**config.mk**
```make
export PLATFORM = sky130hd
export DESIGN_NAME = morse_code_translator_top
export DESIGN_NICKNAME = d
export VERILOG_FILES = /design/src/hdl/mct_pkg.sv /design/src/hdl/morse_code_translator_top.sv /design/src/hdl/mct_front.sv /design/src/hdl/mct_queue.sv /design/src/hdl/mct_back.sv
export SDC_FILE = /design/constraint.sdc
export NUM_CORES = 1
export LEC_CHECK = 0
export ABC_AREA = 1
export BUFFER_PORTS_ARGS = -buffer_cell sky130_fd_sc_hd__buf_2
export CORE_UTILIZATION = 50
export CTS_CLUSTER_SIZE = 28
export DETAILED_ROUTE_END_ITERATION = 16
export GPL_TIMING_DRIVEN = 0
export HOLD_SLACK_MARGIN = 0.15
export PLACE_DENSITY = 0.68
export SETUP_SLACK_MARGIN = 0.02
export SYNTH_ARGS = -nofsm -noshare
export SYNTH_HDL_FRONTEND = slang
export SYNTH_SLANG_ARGS = --single-unit
```
**constraint.sdc**
```tcl
create_clock -name clk -period 4 [get_ports clk]
set_clock_uncertainty 0.05 [all_clocks]
set_input_delay 0.4 -clock clk [delete_from_list [all_inputs] [get_ports clk]]
set_output_delay 0.4 -clock clk [all_outputs]
set_load 0.02 [all_outputs]
```
**src/hdl/mct_pkg.sv**
```systemverilog
// Shared types, Morse code table and lookup functions for the Morse translator.
package mct_pkg;

    // Table geometry: only the first TABLE_ENTRIES slots are searched.
    localparam int TABLE_ENTRIES  = 36;
    localparam int CODE_SLOTS     = 36;
    localparam int ACTIVE_ENTRIES = (TABLE_ENTRIES < CODE_SLOTS) ? TABLE_ENTRIES : CODE_SLOTS;
    localparam int MAX_SYMBOLS    = 5;
    localparam int SYM_W          = MAX_SYMBOLS;
    localparam int LEN_W          = $clog2(MAX_SYMBOLS + 1);
    localparam int IDX_W          = $clog2(CODE_SLOTS);

    // Job queue between front and back; depth must be a power of two.
    localparam int QUEUE_DEPTH = 4;
    localparam int QPTR_W      = $clog2(QUEUE_DEPTH);
    localparam int QCNT_W      = $clog2(QUEUE_DEPTH + 1);

    // Character codes
    localparam logic [7:0] CHAR_A     = 8'h41;
    localparam logic [7:0] CHAR_Z     = 8'h5A;
    localparam logic [7:0] CHAR_LA    = 8'h61;
    localparam logic [7:0] CHAR_LZ    = 8'h7A;
    localparam logic [7:0] CHAR_0     = 8'h30;
    localparam logic [7:0] CHAR_1     = 8'h31;
    localparam logic [7:0] CHAR_9     = 8'h39;
    localparam logic [7:0] CHAR_DOT   = 8'h2E;
    localparam logic [7:0] CHAR_DASH  = 8'h2D;
    localparam logic [7:0] CHAR_SPACE = 8'h20;
    localparam logic [7:0] CHAR_TAB   = 8'h09;
    localparam logic [7:0] CHAR_CR    = 8'h0D;
    localparam logic [7:0] CASE_GAP   = 8'h20;
    localparam logic [7:0] DIGIT_BASE = 8'd26;
    localparam logic [IDX_W-1:0] ZERO_INDEX = IDX_W'(35);

    typedef enum logic [1:0] {
        KIND_DOT     = 2'd0,
        KIND_DASH    = 2'd1,
        KIND_CHAR    = 2'd2,
        KIND_INVALID = 2'd3
    } kind_t;

    // One unit of work for the back end: a symbol run or a single result.
    typedef struct packed {
        logic             is_sym;
        logic [SYM_W-1:0] sym_bits;
        logic [LEN_W-1:0] sym_len;
        kind_t            kind;
        logic [7:0]       ch;
    } job_t;

    // Bit i set means symbol i is a dash.
    localparam logic [SYM_W-1:0] CODE_BITS [CODE_SLOTS] = '{
        5'b00010, 5'b00001, 5'b00101, 5'b00001, 5'b00000, 5'b00100,
        5'b00011, 5'b00000, 5'b00000, 5'b01110, 5'b00101, 5'b00010,
        5'b00011, 5'b00001, 5'b00111, 5'b00110, 5'b01011, 5'b00010,
        5'b00000, 5'b00001, 5'b00100, 5'b01000, 5'b00110, 5'b01001,
        5'b01101, 5'b00011, 5'b11110, 5'b11100, 5'b11000, 5'b10000,
        5'b00000, 5'b00001, 5'b00011, 5'b00111, 5'b01111, 5'b11111
    };

    localparam logic [LEN_W-1:0] CODE_LEN [CODE_SLOTS] = '{
        3'd2, 3'd4, 3'd4, 3'd3, 3'd1, 3'd4, 3'd3, 3'd4, 3'd2, 3'd4,
        3'd3, 3'd4, 3'd2, 3'd2, 3'd3, 3'd4, 3'd4, 3'd3, 3'd3, 3'd1,
        3'd3, 3'd4, 3'd3, 3'd4, 3'd4, 3'd4, 3'd5, 3'd5, 3'd5, 3'd5,
        3'd5, 3'd5, 3'd5, 3'd5, 3'd5, 3'd5
    };

    localparam logic [7:0] LETTER [CODE_SLOTS] = '{
        8'h41, 8'h42, 8'h43, 8'h44, 8'h45, 8'h46, 8'h47, 8'h48, 8'h49,
        8'h4A, 8'h4B, 8'h4C, 8'h4D, 8'h4E, 8'h4F, 8'h50, 8'h51, 8'h52,
        8'h53, 8'h54, 8'h55, 8'h56, 8'h57, 8'h58, 8'h59, 8'h5A,
        8'h31, 8'h32, 8'h33, 8'h34, 8'h35, 8'h36, 8'h37, 8'h38, 8'h39, 8'h30
    };

    // Fold lowercase letters onto uppercase; leave all else alone.
    function automatic logic [7:0] to_upper(input logic [7:0] c);
        logic [7:0] r;
        r = c;
        if (c >= CHAR_LA && c <= CHAR_LZ)
            r = c - CASE_GAP;
        return r;
    endfunction

    // Map an uppercase byte to its table slot; top bit flags a hit.
    function automatic logic [IDX_W:0] encode_index(input logic [7:0] c);
        logic             hit;
        logic [IDX_W-1:0] idx;
        logic [7:0]       diff;
        hit  = 1'b0;
        idx  = '0;
        diff = '0;
        if (c >= CHAR_A && c <= CHAR_Z) begin
            diff = c - CHAR_A;
            idx  = diff[IDX_W-1:0];
            hit  = 1'b1;
        end else if (c >= CHAR_1 && c <= CHAR_9) begin
            diff = DIGIT_BASE + (c - CHAR_1);
            idx  = diff[IDX_W-1:0];
            hit  = 1'b1;
        end else if (c == CHAR_0) begin
            idx  = ZERO_INDEX;
            hit  = 1'b1;
        end
        if (int'(idx) >= ACTIVE_ENTRIES)
            hit = 1'b0;
        return {hit, idx};
    endfunction

    // Match a gathered token against the table; top bit flags a hit.
    function automatic logic [8:0] decode_lookup(input logic [SYM_W-1:0] bits,
                                                 input logic [LEN_W-1:0] len);
        logic       hit;
        logic [7:0] letter;
        hit    = 1'b0;
        letter = '0;
        for (int i = 0; i < ACTIVE_ENTRIES; i++) begin
            if (!hit && CODE_LEN[i] == len && CODE_BITS[i] == bits) begin
                hit    = 1'b1;
                letter = LETTER[i];
            end
        end
        return {hit, letter};
    endfunction

endpackage

```
**src/hdl/morse_code_translator_top.sv**
```systemverilog
// Top level of the ASCII/Morse translator: front end, job queue and back end.
//
// Input channel (in_valid/in_ready, char_in, end_of_message) takes one byte per
// transfer. Output channel (out_valid/out_ready, kind, char_out, last) gives one
// result per transfer; last marks the final result of a byte.
// cfg_we/cfg_wdata write the mode bit (0 encode, 1 decode); the user must write
// it only while idle, which the block does not enforce. A byte's job goes to the
// job queue and its results to the output register. The front end takes one
// byte per cycle while the four-entry job queue has room; the back end emits one
// result per cycle from its output register while the receiver takes them, so an
// encoded character gives one result per symbol (1 to 5) and a decode close one.
// Reset clears mode, token and halt state, empties the queue and clears out_valid.
// When the receiver stalls, the output register holds its result, the queue
// fills, and in_ready drops once the queue is full.
module morse_code_translator_top (
    input  logic       clk,
    input  logic       rst_n,
    input  logic       cfg_we,
    input  logic       cfg_wdata,
    input  logic       in_valid,
    output logic       in_ready,
    input  logic [7:0] char_in,
    input  logic       end_of_message,
    output logic       out_valid,
    input  logic       out_ready,
    output logic [1:0] kind,
    output logic [7:0] char_out,
    output logic       last
);
    import mct_pkg::*;

    logic push_valid;
    job_t push_job;
    job_t head_job;
    logic q_full;
    logic q_empty;
    logic pop;

    mct_front u_front (
        .clk            (clk),
        .rst_n          (rst_n),
        .cfg_we         (cfg_we),
        .cfg_wdata      (cfg_wdata),
        .in_valid       (in_valid),
        .in_ready       (in_ready),
        .char_in        (char_in),
        .end_of_message (end_of_message),
        .q_full         (q_full),
        .push_valid     (push_valid),
        .push_job       (push_job)
    );

    mct_queue u_queue (
        .clk      (clk),
        .rst_n    (rst_n),
        .push     (push_valid),
        .push_job (push_job),
        .pop      (pop),
        .head_job (head_job),
        .full     (q_full),
        .empty    (q_empty)
    );

    mct_back u_back (
        .clk       (clk),
        .rst_n     (rst_n),
        .head_job  (head_job),
        .q_empty   (q_empty),
        .pop       (pop),
        .out_valid (out_valid),
        .out_ready (out_ready),
        .kind      (kind),
        .char_out  (char_out),
        .last      (last)
    );

`ifndef SYNTHESIS
    // A free output slot with nothing queued must not produce a result
    assert property (@(posedge clk) disable iff (!rst_n)
        ((!out_valid || out_ready) && q_empty) |=> !out_valid)
        else $error("result appeared with no queued job");

    // Decoded and invalid results are always the last of their byte
    assert property (@(posedge clk) disable iff (!rst_n)
        (out_valid && (kind == KIND_CHAR || kind == KIND_INVALID)) |-> last)
        else $error("single result not marked last");

    // Dots and dashes carry no character
    assert property (@(posedge clk) disable iff (!rst_n)
        (out_valid && (kind == KIND_DOT || kind == KIND_DASH)) |-> (char_out == 8'd0))
        else $error("symbol result carries a character");
`endif

endmodule

```
**src/hdl/mct_front.sv**
```systemverilog
// Front end: takes input bytes, tracks token and halt state, issues jobs.
module mct_front (
    input  logic          clk,
    input  logic          rst_n,
    input  logic          cfg_we,
    input  logic          cfg_wdata,
    input  logic          in_valid,
    output logic          in_ready,
    input  logic [7:0]    char_in,
    input  logic          end_of_message,
    input  logic          q_full,
    output logic          push_valid,
    output mct_pkg::job_t push_job
);
    import mct_pkg::*;

    logic             mode_reg, mode_next;
    logic [SYM_W-1:0] token_bits_reg, token_bits_next;
    logic [LEN_W-1:0] token_length_reg, token_length_next;
    logic             token_bad_reg, token_bad_next;
    logic             halted_reg, halted_next;

    logic             accept;
    logic [7:0]       c_up;
    logic [IDX_W:0]   enc;
    logic [8:0]       look;
    logic             is_ws;
    logic             closes;
    logic [SYM_W-1:0] tb;
    logic [LEN_W-1:0] tl;
    logic             bad;
    logic             halt_c;
    job_t             job;
    logic             job_valid;

    assign accept = in_valid && !q_full;
    assign in_ready = !q_full;
    assign c_up = to_upper(char_in);
    assign enc = encode_index(c_up);
    assign is_ws = (char_in == CHAR_SPACE) || (char_in >= CHAR_TAB && char_in <= CHAR_CR);

    // Classify the byte and work out the token that it leaves
    always_comb
    begin
        job       = '0;
        job_valid = 1'b0;
        tb        = token_bits_reg;
        tl        = token_length_reg;
        bad       = token_bad_reg;
        halt_c    = halted_reg;
        closes    = end_of_message;
        look      = '0;
        if (!mode_reg) begin
            if (!halted_reg) begin
                job_valid = 1'b1;
                if (enc[IDX_W]) begin
                    job.is_sym   = 1'b1;
                    job.sym_bits = CODE_BITS[enc[IDX_W-1:0]];
                    job.sym_len  = CODE_LEN[enc[IDX_W-1:0]];
                end else begin
                    job.kind = KIND_INVALID;
                    job.ch   = c_up;
                    halt_c   = 1'b1;
                end
            end
        end else begin
            if (char_in == CHAR_DOT || char_in == CHAR_DASH) begin
                if (tl >= LEN_W'(MAX_SYMBOLS)) begin
                    bad = 1'b1;
                end else begin
                    if (char_in == CHAR_DASH)
                        tb[tl] = 1'b1;
                    tl = tl + LEN_W'(1);
                end
            end else if (is_ws) begin
                closes = 1'b1;
            end else begin
                bad = 1'b1;
            end
            if (closes) begin
                look      = decode_lookup(tb, tl);
                job_valid = 1'b1;
                if (!bad && tl != '0 && look[8]) begin
                    job.kind = KIND_CHAR;
                    job.ch   = look[7:0];
                end else begin
                    job.kind = KIND_INVALID;
                    job.ch   = '0;
                end
                tb  = '0;
                tl  = '0;
                bad = 1'b0;
            end
        end
        if (end_of_message)
            halt_c = 1'b0;
    end

    // Commit token and halt state only on a transfer; mode on a config write
    always_comb
    begin
        mode_next         = cfg_we ? cfg_wdata : mode_reg;
        token_bits_next   = accept ? tb : token_bits_reg;
        token_length_next = accept ? tl : token_length_reg;
        token_bad_next    = accept ? bad : token_bad_reg;
        halted_next       = accept ? halt_c : halted_reg;
    end

    assign push_valid = accept && job_valid;
    assign push_job   = job;

    always_ff @(posedge clk or negedge rst_n)
    begin
        if (!rst_n) begin
            mode_reg         <= 1'b0;
            token_bits_reg   <= '0;
            token_length_reg <= '0;
            token_bad_reg    <= 1'b0;
            halted_reg       <= 1'b0;
        end else begin
            mode_reg         <= mode_next;
            token_bits_reg   <= token_bits_next;
            token_length_reg <= token_length_next;
            token_bad_reg    <= token_bad_next;
            halted_reg       <= halted_next;
        end
    end

endmodule

```
**src/hdl/mct_queue.sv**
```systemverilog
// Short job queue decoupling the front end from the back end.
module mct_queue (
    input  logic          clk,
    input  logic          rst_n,
    input  logic          push,
    input  mct_pkg::job_t push_job,
    input  logic          pop,
    output mct_pkg::job_t head_job,
    output logic          full,
    output logic          empty
);
    import mct_pkg::*;

    job_t              slots_reg [QUEUE_DEPTH];
    logic [QPTR_W-1:0] wr_ptr_reg, wr_ptr_next;
    logic [QPTR_W-1:0] rd_ptr_reg, rd_ptr_next;
    logic [QCNT_W-1:0] count_reg, count_next;
    logic              do_push, do_pop;

    assign full     = (count_reg == QCNT_W'(QUEUE_DEPTH));
    assign empty    = (count_reg == '0);
    assign do_push  = push && !full;
    assign do_pop   = pop && !empty;
    assign head_job = slots_reg[rd_ptr_reg];

    // Advance pointers and occupancy
    always_comb
    begin
        wr_ptr_next = do_push ? wr_ptr_reg + QPTR_W'(1) : wr_ptr_reg;
        rd_ptr_next = do_pop ? rd_ptr_reg + QPTR_W'(1) : rd_ptr_reg;
        count_next  = count_reg;
        if (do_push && !do_pop)
            count_next = count_reg + QCNT_W'(1);
        else if (do_pop && !do_push)
            count_next = count_reg - QCNT_W'(1);
    end

    always_ff @(posedge clk or negedge rst_n)
    begin
        if (!rst_n) begin
            wr_ptr_reg <= '0;
            rd_ptr_reg <= '0;
            count_reg  <= '0;
        end else begin
            wr_ptr_reg <= wr_ptr_next;
            rd_ptr_reg <= rd_ptr_next;
            count_reg  <= count_next;
        end
    end

    // Store payload; no reset needed
    always_ff @(posedge clk)
    begin
        if (do_push)
            slots_reg[wr_ptr_reg] <= push_job;
    end

endmodule

```
**src/hdl/mct_back.sv**
```systemverilog
// Back end: jobs become results in an output register, one per cycle unless stalled.
module mct_back (
    input  logic          clk,
    input  logic          rst_n,
    input  mct_pkg::job_t head_job,
    input  logic          q_empty,
    output logic          pop,
    output logic          out_valid,
    input  logic          out_ready,
    output logic [1:0]    kind,
    output logic [7:0]    char_out,
    output logic          last
);
    import mct_pkg::*;

    logic             out_valid_reg, out_valid_next;
    kind_t            kind_reg, kind_next;
    logic [7:0]       char_reg, char_next;
    logic             last_reg, last_next;
    logic [LEN_W-1:0] idx_reg, idx_next;
    logic             load;
    logic             is_last;

    assign load = !out_valid_reg || out_ready;

    // Pick the next result from the head job
    always_comb
    begin
        out_valid_next = out_valid_reg;
        kind_next      = kind_reg;
        char_next      = char_reg;
        last_next      = last_reg;
        idx_next       = idx_reg;
        is_last        = 1'b0;
        pop            = 1'b0;
        if (load) begin
            out_valid_next = !q_empty;
            if (!q_empty) begin
                if (head_job.is_sym) begin
                    is_last   = (idx_reg == LEN_W'(head_job.sym_len - LEN_W'(1)));
                    kind_next = head_job.sym_bits[idx_reg] ? KIND_DASH : KIND_DOT;
                    char_next = '0;
                end else begin
                    is_last   = 1'b1;
                    kind_next = head_job.kind;
                    char_next = head_job.ch;
                end
                last_next = is_last;
                pop       = is_last;
                idx_next  = is_last ? '0 : idx_reg + LEN_W'(1);
            end
        end
    end

    always_ff @(posedge clk or negedge rst_n)
    begin
        if (!rst_n) begin
            out_valid_reg <= 1'b0;
            idx_reg       <= '0;
        end else begin
            out_valid_reg <= out_valid_next;
            idx_reg       <= idx_next;
        end
    end

    // Hold payload while stalled
    always_ff @(posedge clk)
    begin
        kind_reg <= kind_next;
        char_reg <= char_next;
        last_reg <= last_next;
    end

    assign out_valid = out_valid_reg;
    assign kind      = kind_reg;
    assign char_out  = char_reg;
    assign last      = last_reg;

endmodule
```
# Word-level counts from Yosys, hierarchy flattened
# Memory sizes are Yosys's and may differ from the RTL's.
# Index checks and enable logic that the tools add are counted.
[word_totals]
reg_bits = 33
mem_bits_rw = 76
mem_bits_ro = 512
in_bits = 15
out_inout_bits = 13
wordCells = 412
memories = 3
[mem_list]
columns = ["memory", "words", "word_bits", "rd", "rd_clocked_by_memory_dff", "write_ports", "line", "text"]
rows = [
  ["(name not given)", 64, 5, 1, 0, 0, "mct_front.sv:58", "job.sym_bits = CODE_BITS[enc[IDX_W-1:0]];"],
  ["(name not given)", 64, 3, 1, 0, 0, "mct_front.sv:59", "job.sym_len = CODE_LEN[enc[IDX_W-1:0]];"],
  ["u_queue.slots_reg", 4, 19, 1, 0, 1, "mct_queue.sv:14", "job_t slots_reg [QUEUE_DEPTH];"],
]
[op_classes]
n_addsub = 11
order_cmp = 14
eq_ne = 30
muxes = 203
bitwise = 3
reduce_logical = 135
[ops]
columns = ["cell", "count"]
rows = [
  ["$mux 7", 36],
  ["$mux 1", 137],
  ["$logic_and 1x1->1", 84],
  ["$logic_not 1->1", 41],
  ["$mux 5", 7],
  ["$eq 8x6->1 const B", 4],
  ["$eq 4x5->1 const A", 6],
  ["$mux 10", 3],
  ["$mux 3", 9],
  ["$mux 9", 3],
  ["$eq 5x5->1 const A", 5],
  ["$eq 3x5->1 const A", 4],
  ["$mux 19", 1],
  ["$mux 6", 3],
  ["$ge 8x7->1 const B", 2],
  ["$le 8x7->1 const B", 2],
  ["$eq 2x5->1 const A", 2],
  ["$add 3x1->3 const B", 3],
  ["$ge 8x4->1 const B", 1],
  ["$ge 8x6->1 const B", 1],
  ["$le 8x4->1 const B", 1],
  ["$le 8x6->1 const B", 1],
  ["$lt 3x4->1 const B", 2],
  ["$mux 8", 1],
  ["other kinds (29)", 37],
]

# Longest topological paths before layout
# Gate-level depths: netlist of the first run.
[depth]
depth_word = 228
depth_mapped = 32
mapped_depth_nobuf = 32

# Modules after synthesis
# From an unflattened synthesis of the first run, not the netlist that was laid out.
[hier_totals]
cells_unflattened = 820
hier_area_um2 = 6775.2
[modules_own_cells]
columns = ["mod", "n_inst", "cells_per_inst", "area_per_inst_um2", "seq_area_each_um2"]
rows = [
  ["mct_queue", 1, 283, 3558.4, 2457.4],
  ["mct_front", 1, 450, 2436.1, 275.3],
  ["mct_back", 1, 87, 780.7, 430.4],
]

# Worst setup path before layout of the first run
# Ideal clock, no wire load.
[synth_timing]
kind = "input port to flip-flop"
start = "input char_in[0]"
end = "memory u_queue.slots_reg[0][16] (netlist bit), data pin"
setup_ns = 0.273
arrival_time_ns = 3.517
t_required_ns = 3.677
setup_slack_ns = 0.160
cell_stages = 26
path_buffers = 0
cell_sequence = "inv_1 ha_1 nand2_1 nor2_1 inv_1 nor2_1 inv_1 o2111ai_1 inv_1 nand2_1 inv_1 a21oi_1 inv_1 a2111oi_2 nand2_1 nand2_1 inv_1 a21oi_1 inv_1 ha_1 inv_1 nor2_1 o31ai_1 nand2_1 o211ai_1 a21oi_1"
[synth_rtl]
columns = ["item", "line", "text"]
rows = [
  ["from (decl)", "morse_code_translator_top.sv:22", "input logic [7:0] char_in,"],
  ["to (decl)", "mct_queue.sv:14", ""],
]

==> results.toml, run 1 <==
[power_and_ir_drop]
power_frac_seq = 0.395
comb_power_share = 0.380
finalPower_mw = 4.058
swShare = 0.3717
p_sw_mw = 1.508
clkPwrFrac = 0.225
cellLeakagePower_nw = 3.224
powerDensity_nw_per_um2 = 519.4
ir_drop_uv = 296.6
p_int_mw = 2.550

[worst_setup_path]
crit-reg2reg-launch = "u_front.token_length_reg[1]"
crit_type = "reg2reg"
crit_path_frequent_cell = "nor2_1"
crit_fanout = 8
max_stage_delay_ns = 0.36
critPathArrivalTime_ns = 3.98
ff2ff_setup_slack_ns = 0.07
slowest_stage = "dfrtp_1"
required_ns = 4.05
worstReg2RegEnd = "u_queue.slots_reg[0][8]"
endpoint_kind = "register"
path_buf_inv = 3
path_delay_family = "simple AND/OR/NAND/NOR gates"
r2r_cells = 29
startpoint_type = "register"

[yosys]
yosysUniqueCellTypes = 57
synthFlopType = "edfxtp_1"
ys_seq_elements = 109
synthCells = 759
synth-edff-count = 87
async_flop_share = 0.2018
mappedNetlistNets = 797
synth_area_per_cell_um2 = 8.607
seq_area_frac_synth = 0.4842
synth_warnings = 0
syn_area_um2 = 6533

[clocking]
ctsLongestPathBuffers = 2
clkTransAtPathRegs_ns = 0.07
cts_tree = "yes"
cts-buffers-inserted = 9
root_buffer = "clkbuf_16"
cts_max_level = 3
cts.sink_count = 109
clk_latency_ns = 0.35

[finish]
drive_above_1_share = 0.2421
layout_commonest_cell = "nand2_1"
final_nets = 859
largest_register_ffs = 76
fillers = 1099
final_cell_mix = "nand2_1, nor2_1, edfxtp_1"
n_antenna_cell = 0
area_growth_pct = 19.59

[floorplanning]
start_util = 0.5156
rows = 41
die_x_um = 116.3
fp.coreArea_um2 = 12670
die_area_um2 = 13530
ios = 28
die_h_um = 116.3

[run_status]
outcome = "complete, no violations"

[place]
place_congestion = 0.9197
hpwl_um = 11530
port_buffers = 25

[grt]
grtUsageTotal = 0.2439
grt_max_degree = 23
grt_pass1_vias = 5099
grt_overflow = 0
antenna_found_initial = 0
grt_pass1_wl_um = 25230

[timing]
slew_viol_final = 0
clock.fmax_ghz = 0.2546
period_minus_slack_ns = 3.928
final_hold_viol_count = 0
slew_headroom = 0.1914
rsz0062_at_grt = "yes"
finalSetupViolCount = 0
worstMarginPinSlew_ns = 1.208
fin_crit_sh = 0.9821
fin_hold_ws_ns = 0.1972

[worst_hold_path]
holdPathEnd = "u_back.out_valid"
hp-class = "in2reg"
worstHoldStart = "out_ready"
whs_path_depth = 2

[detailed_routing]
drc = 0
drt_iter0_markers = 503
wirelength_um = 16110
vias = 5611
wl_per_cell_um = 16.14
first_pass_iters = 5
ant_nets = 0
viasPerCell = 5.622

[job]
maxCapViolCount = 0
==> power groups by stage <==
stage               registers (mW)  logic [mW]  clock network [mW]
floorplan                     1.68       0.940                   0
global placement              1.62        1.37                   0
detailed placement            1.62        1.45                   0
CTS                           1.60        1.49               0.926
global route                  1.63        1.72               0.969
finish                        1.60        1.54               0.915
==> synthesized netlist by cell type (14+ instances only) <==
master,number,area (um2)
nand3_1,36,180.2
dfrtp_1,22,550.5
o22ai_1,23,143.9
inv_1,92,345.3
o21ai_0,53,265.3
inv_2,14,52.55
nor2_1,112,420.4
a21oi_1,30,150.1
edfxtp_1,87,2613
nand2_1,126,473.0
ha_1,22,275.3
nand4_1,23,143.9
==> stage by stage <==
| stage | TNS, ns | instance area, um2 | cells | util | setup WS [ns] |
|---|---|---|---|---|---|
| 2_1_floorplan | 0 | 6533 | 759 | - | 0.1601 |
| 3_3_place_gp | -58.33 | 6873 | 956 | 0.5424 | -1.089 |
| 3_5_place_dp | -34.91 | 6955 | 960 | 0.5489 | -1.102 |
| 4_1_cts | 0 | 7436 | 982 | 0.5868 | 0.04553 |
| 5_1_grt | -7.292 | 7812 | 998 | 0.6166 | -0.2445 |
| 6_report | 0 | 7812 | 998 | 0.6166 | 0.07168 |
==> cell type report <==
cell class | count | area (um2) | area share
clock inverters | 4 | 52.55 | 0.006726
clock buffers | 12 | 256.5 | 0.03283
multi-input cells | 525 | 3227 | 0.4130
plain buffers | 15 | 96.34 | 0.01233
well taps | 172 | 215.2 | 0.02755
flip-flops and latches | 109 | 3164 | 0.4050
inverters | 109 | 425.4 | 0.05445
repair buffers | 52 | 375.4 | 0.04805
==> routing by layer <==
layer / GRT usage / up-vias / part of all wire / routed length [um]
met3: 0.03114 / 16 / 0.047 / 757
met5: 0 / - / 0 / 0
met4: 0.06838 / 0 / 0.011 / 178
met1: 0.3433 / 2698 / 0.46 / 7455
li1: - / 2727 / - / -
met2: 0.3961 / 170 / 0.48 / 7717
==> how the worst max path moves through the flow <==
stage / depth (start not counted) / from / end
global route: 29 / u_front.token_length_reg[1] / u_queue.slots_reg[3][8]
CTS: 17 / u_queue.rd_ptr_reg[0] / u_queue.count_reg[1]
detailed placement: 23 / char_in[0] / u_queue.slots_reg[3][11]
finish: 29 / u_front.token_length_reg[1] / u_queue.slots_reg[0][8]
global placement: 26 / char_in[0] / u_queue.slots_reg[2][10]
floorplan: 26 / char_in[0] / u_queue.slots_reg[0][16]
==> timing repair <==
action / 4_1_cts / 5_1_grt
endpoints found under the setup margin: 66 / 74
cloned: 1 / 0
hold buffers: 1 / 0
endpoints found under the hold margin: 22 / 0
gates resized for setup: 30 / 78
pin swaps: 5 / 20
setup buffers: 5 / 17
==> worst reg2reg max path, delay by kind of cell (launching register included) <==
kind | cells | cell delay [ns]
AND/OR/NAND/NOR | 21 | 2.27
AO/OA/AOI/OAI | 4 | 0.60
flip-flops | 1 | 0.36
buffers and inverters | 3 | 0.24
adder cells (fa/ha/maj) | 1 | 0.17
==> logic make-up (layout without fill, tap and decap cells) <==
group,after synthesis,in the layout,share of synthesized area
xor+xnor,11,11,0.01475
compound gates,146,147,0.1362
mux,1,1,0.001724
buf+inv,126,192,0.07508
fa+ha+maj,23,23,0.04520
flops,109,109,0.4842
simple gates,343,343,0.2429
No activity file was read; power rests on OpenSTA's default activity.
==> inputs of run 2 (changes only) <==
CTS_BUF_LIST = sky130_fd_sc_hd__clkbuf_4 sky130_fd_sc_hd__clkbuf_8 sky130_fd_sc_hd__clkbuf_16   (was default)
SLEW_MARGIN = 40   (was default)
==> run 2 against run 1 <==
Compared with the run above:
- critical path depth grew 1
- register-to-register slack about the same
- count of clock-buffer cells in the layout is 1 lower
- first-iteration DRC count fell by 29%
- cell area is essentially flat
- combinational power hardly changed
- critical path type is now in2reg
- highest routed layer unchanged
- die area unchanged
- sequential share of layout area about the same
- utilization about the same
- sequential power hardly changed
==> results.toml, run 2 (same netlist as run 1, synthesis figures left out) <==
[power_and_ir_drop]
powerDensity_nw_per_um2 = 525.2
ir_drop_uv = 228.1
cellLeakagePower_nw = 3.212
finalPower_mw = 4.102

[floorplanning]
die_x_um = 116.3
ios = 28
rows = 41
fp.coreArea_um2 = 12670
die_h_um = 116.3
die_area_um2 = 13530
start_util = 0.5156

[timing]
rsz0062_at_grt = "yes"
worstMarginPinSlew_ns = 0.7622
period_minus_slack_ns = 3.924
finalSetupViolCount = 0
fin_ws_ns = 0.07620
final_hold_viol_count = 0
slew_viol_final = 0
setup_tns_ns = 0
fin_crit_sh = 0.9810
slew_headroom = 0.4913
clock.fmax_ghz = 0.2549
fin_hold_ws_ns = 0.1926

[detailed_routing]
wl_per_cell_um = 15.89
ant_nets = 0
vias = 5510
drc = 0
viasPerCell = 5.543
drt_iter0_markers = 356
wirelength_um = 15790
first_pass_iters = 11

[finish]
fillers = 1073
final_cell_count_no_fill = 994
final_cell_mix = "nand2_1, nor2_1, edfxtp_1"
final_nets = 855
drive_above_1_share = 0.2397
multi_input_area_um2 = 3233
layout_commonest_cell = "nand2_1"
largest_register_ffs = 76
regArea_um2 = 3164
fin_util = 0.6164
fin_area_um2 = 7810
area_growth_pct = 19.56
n_antenna_cell = 0

[place]
place_area_um2 = 6978
hpwl_um = 11390
post-place-cells = 960
place_congestion = 0.9197
port_buffers = 25
pre_cts_slack_ns = -1.025

[grt]
grt_max_degree = 23
grtUsageTotal = 0.2413
grt_pass1_wl_um = 24920
grt_overflow = 0
antenna_found_initial = 0
grt_pass1_vias = 5086

[worst_setup_path]
slowest_stage = "ha_2"
startpoint_type = "input pin"
max_stage_delay_ns = 0.25
crit_fanout = 6
critPathArrivalTime_ns = 3.98
required_ns = 4.06
endpoint_kind = "register"
crit_path_frequent_cell = "inv_2"
crit_type = "in2reg"

[clocking]
ctsLongestPathBuffers = 2
cts_max_level = 3
cts-buffers-inserted = 9
clk_latency_ns = 0.35
cts_tree = "yes"
clkTransAtPathRegs_ns = 0.07
cts.sink_count = 109
root_buffer = "clkbuf_16"

[job]
maxCapViolCount = 0

[run_status]
outcome = "complete, no violations"

[worst_hold_path]
hp-class = "in2reg"
-- run 2: power by group --
group          internal, mW  switching (mW)
logic                 0.528            1.02
clock network         0.565           0.388
registers              1.49           0.107
total                  2.59            1.51
-- run 2: critical path, delay by kind of cell --
family / cells / cell delay (ns)
AOI/OAI and AO/OA: 2 / 0.25
buffers and inverters: 6 / 0.59
and+or+nand+nor: 21 / 2.49
adders and majority gates: 1 / 0.25
-- run 2: repair_timing --
| action | in CTS | in global routing |
|---|---|---|
| gates resized for setup | 30 | 76 |
| setup buffers | 2 | 17 |
| hold endpoints to repair | 22 | 0 |
| pin swaps | 4 | 19 |
| gates cloned | 0 | 0 |
| hold buffers | 1 | 0 |
| setup endpoints to repair | 66 | 74 |
-- run 2: routing by layer --
layer	routed length (um)	part of all wire	GRT usage
met3	589	0.037	0.02698
met1	7301	0.46	0.3337
met4	275	0.017	0.08462
met2	7625	0.48	0.3941
met5	0	0	0
-- run 2: final timing paths --
check	start	to	slack (ns)	cells after the start
max reg2reg	u_front.token_length_reg[1]	u_queue.slots_reg[1][8]	0.08	29
max in group asynchronous	rst_n	u_front.token_length_reg[0]	2.97	2
max	char_in[1]	u_queue.slots_reg[1][8]	0.08	30
min in group asynchronous	rst_n	u_front.token_length_reg[2]	0.52	2
min reg2reg	u_queue.count_reg[2]	u_queue.count_reg[2]	0.47	1
min	out_ready	u_back.out_valid	0.19	2
-- run 2: area by class of cell --
| type | instances | share of cell area |
|---|---|---|
| sequential | 109 | 0.4052 |
| multi-input combinational | 524 | 0.4140 |
| clock inverter | 5 | 0.01057 |
| inverter | 109 | 0.05479 |
| clock buffer | 11 | 0.03076 |
| timing repair buffer | 49 | 0.04486 |
| tap | 172 | 0.02756 |
| buffer | 15 | 0.01234 |
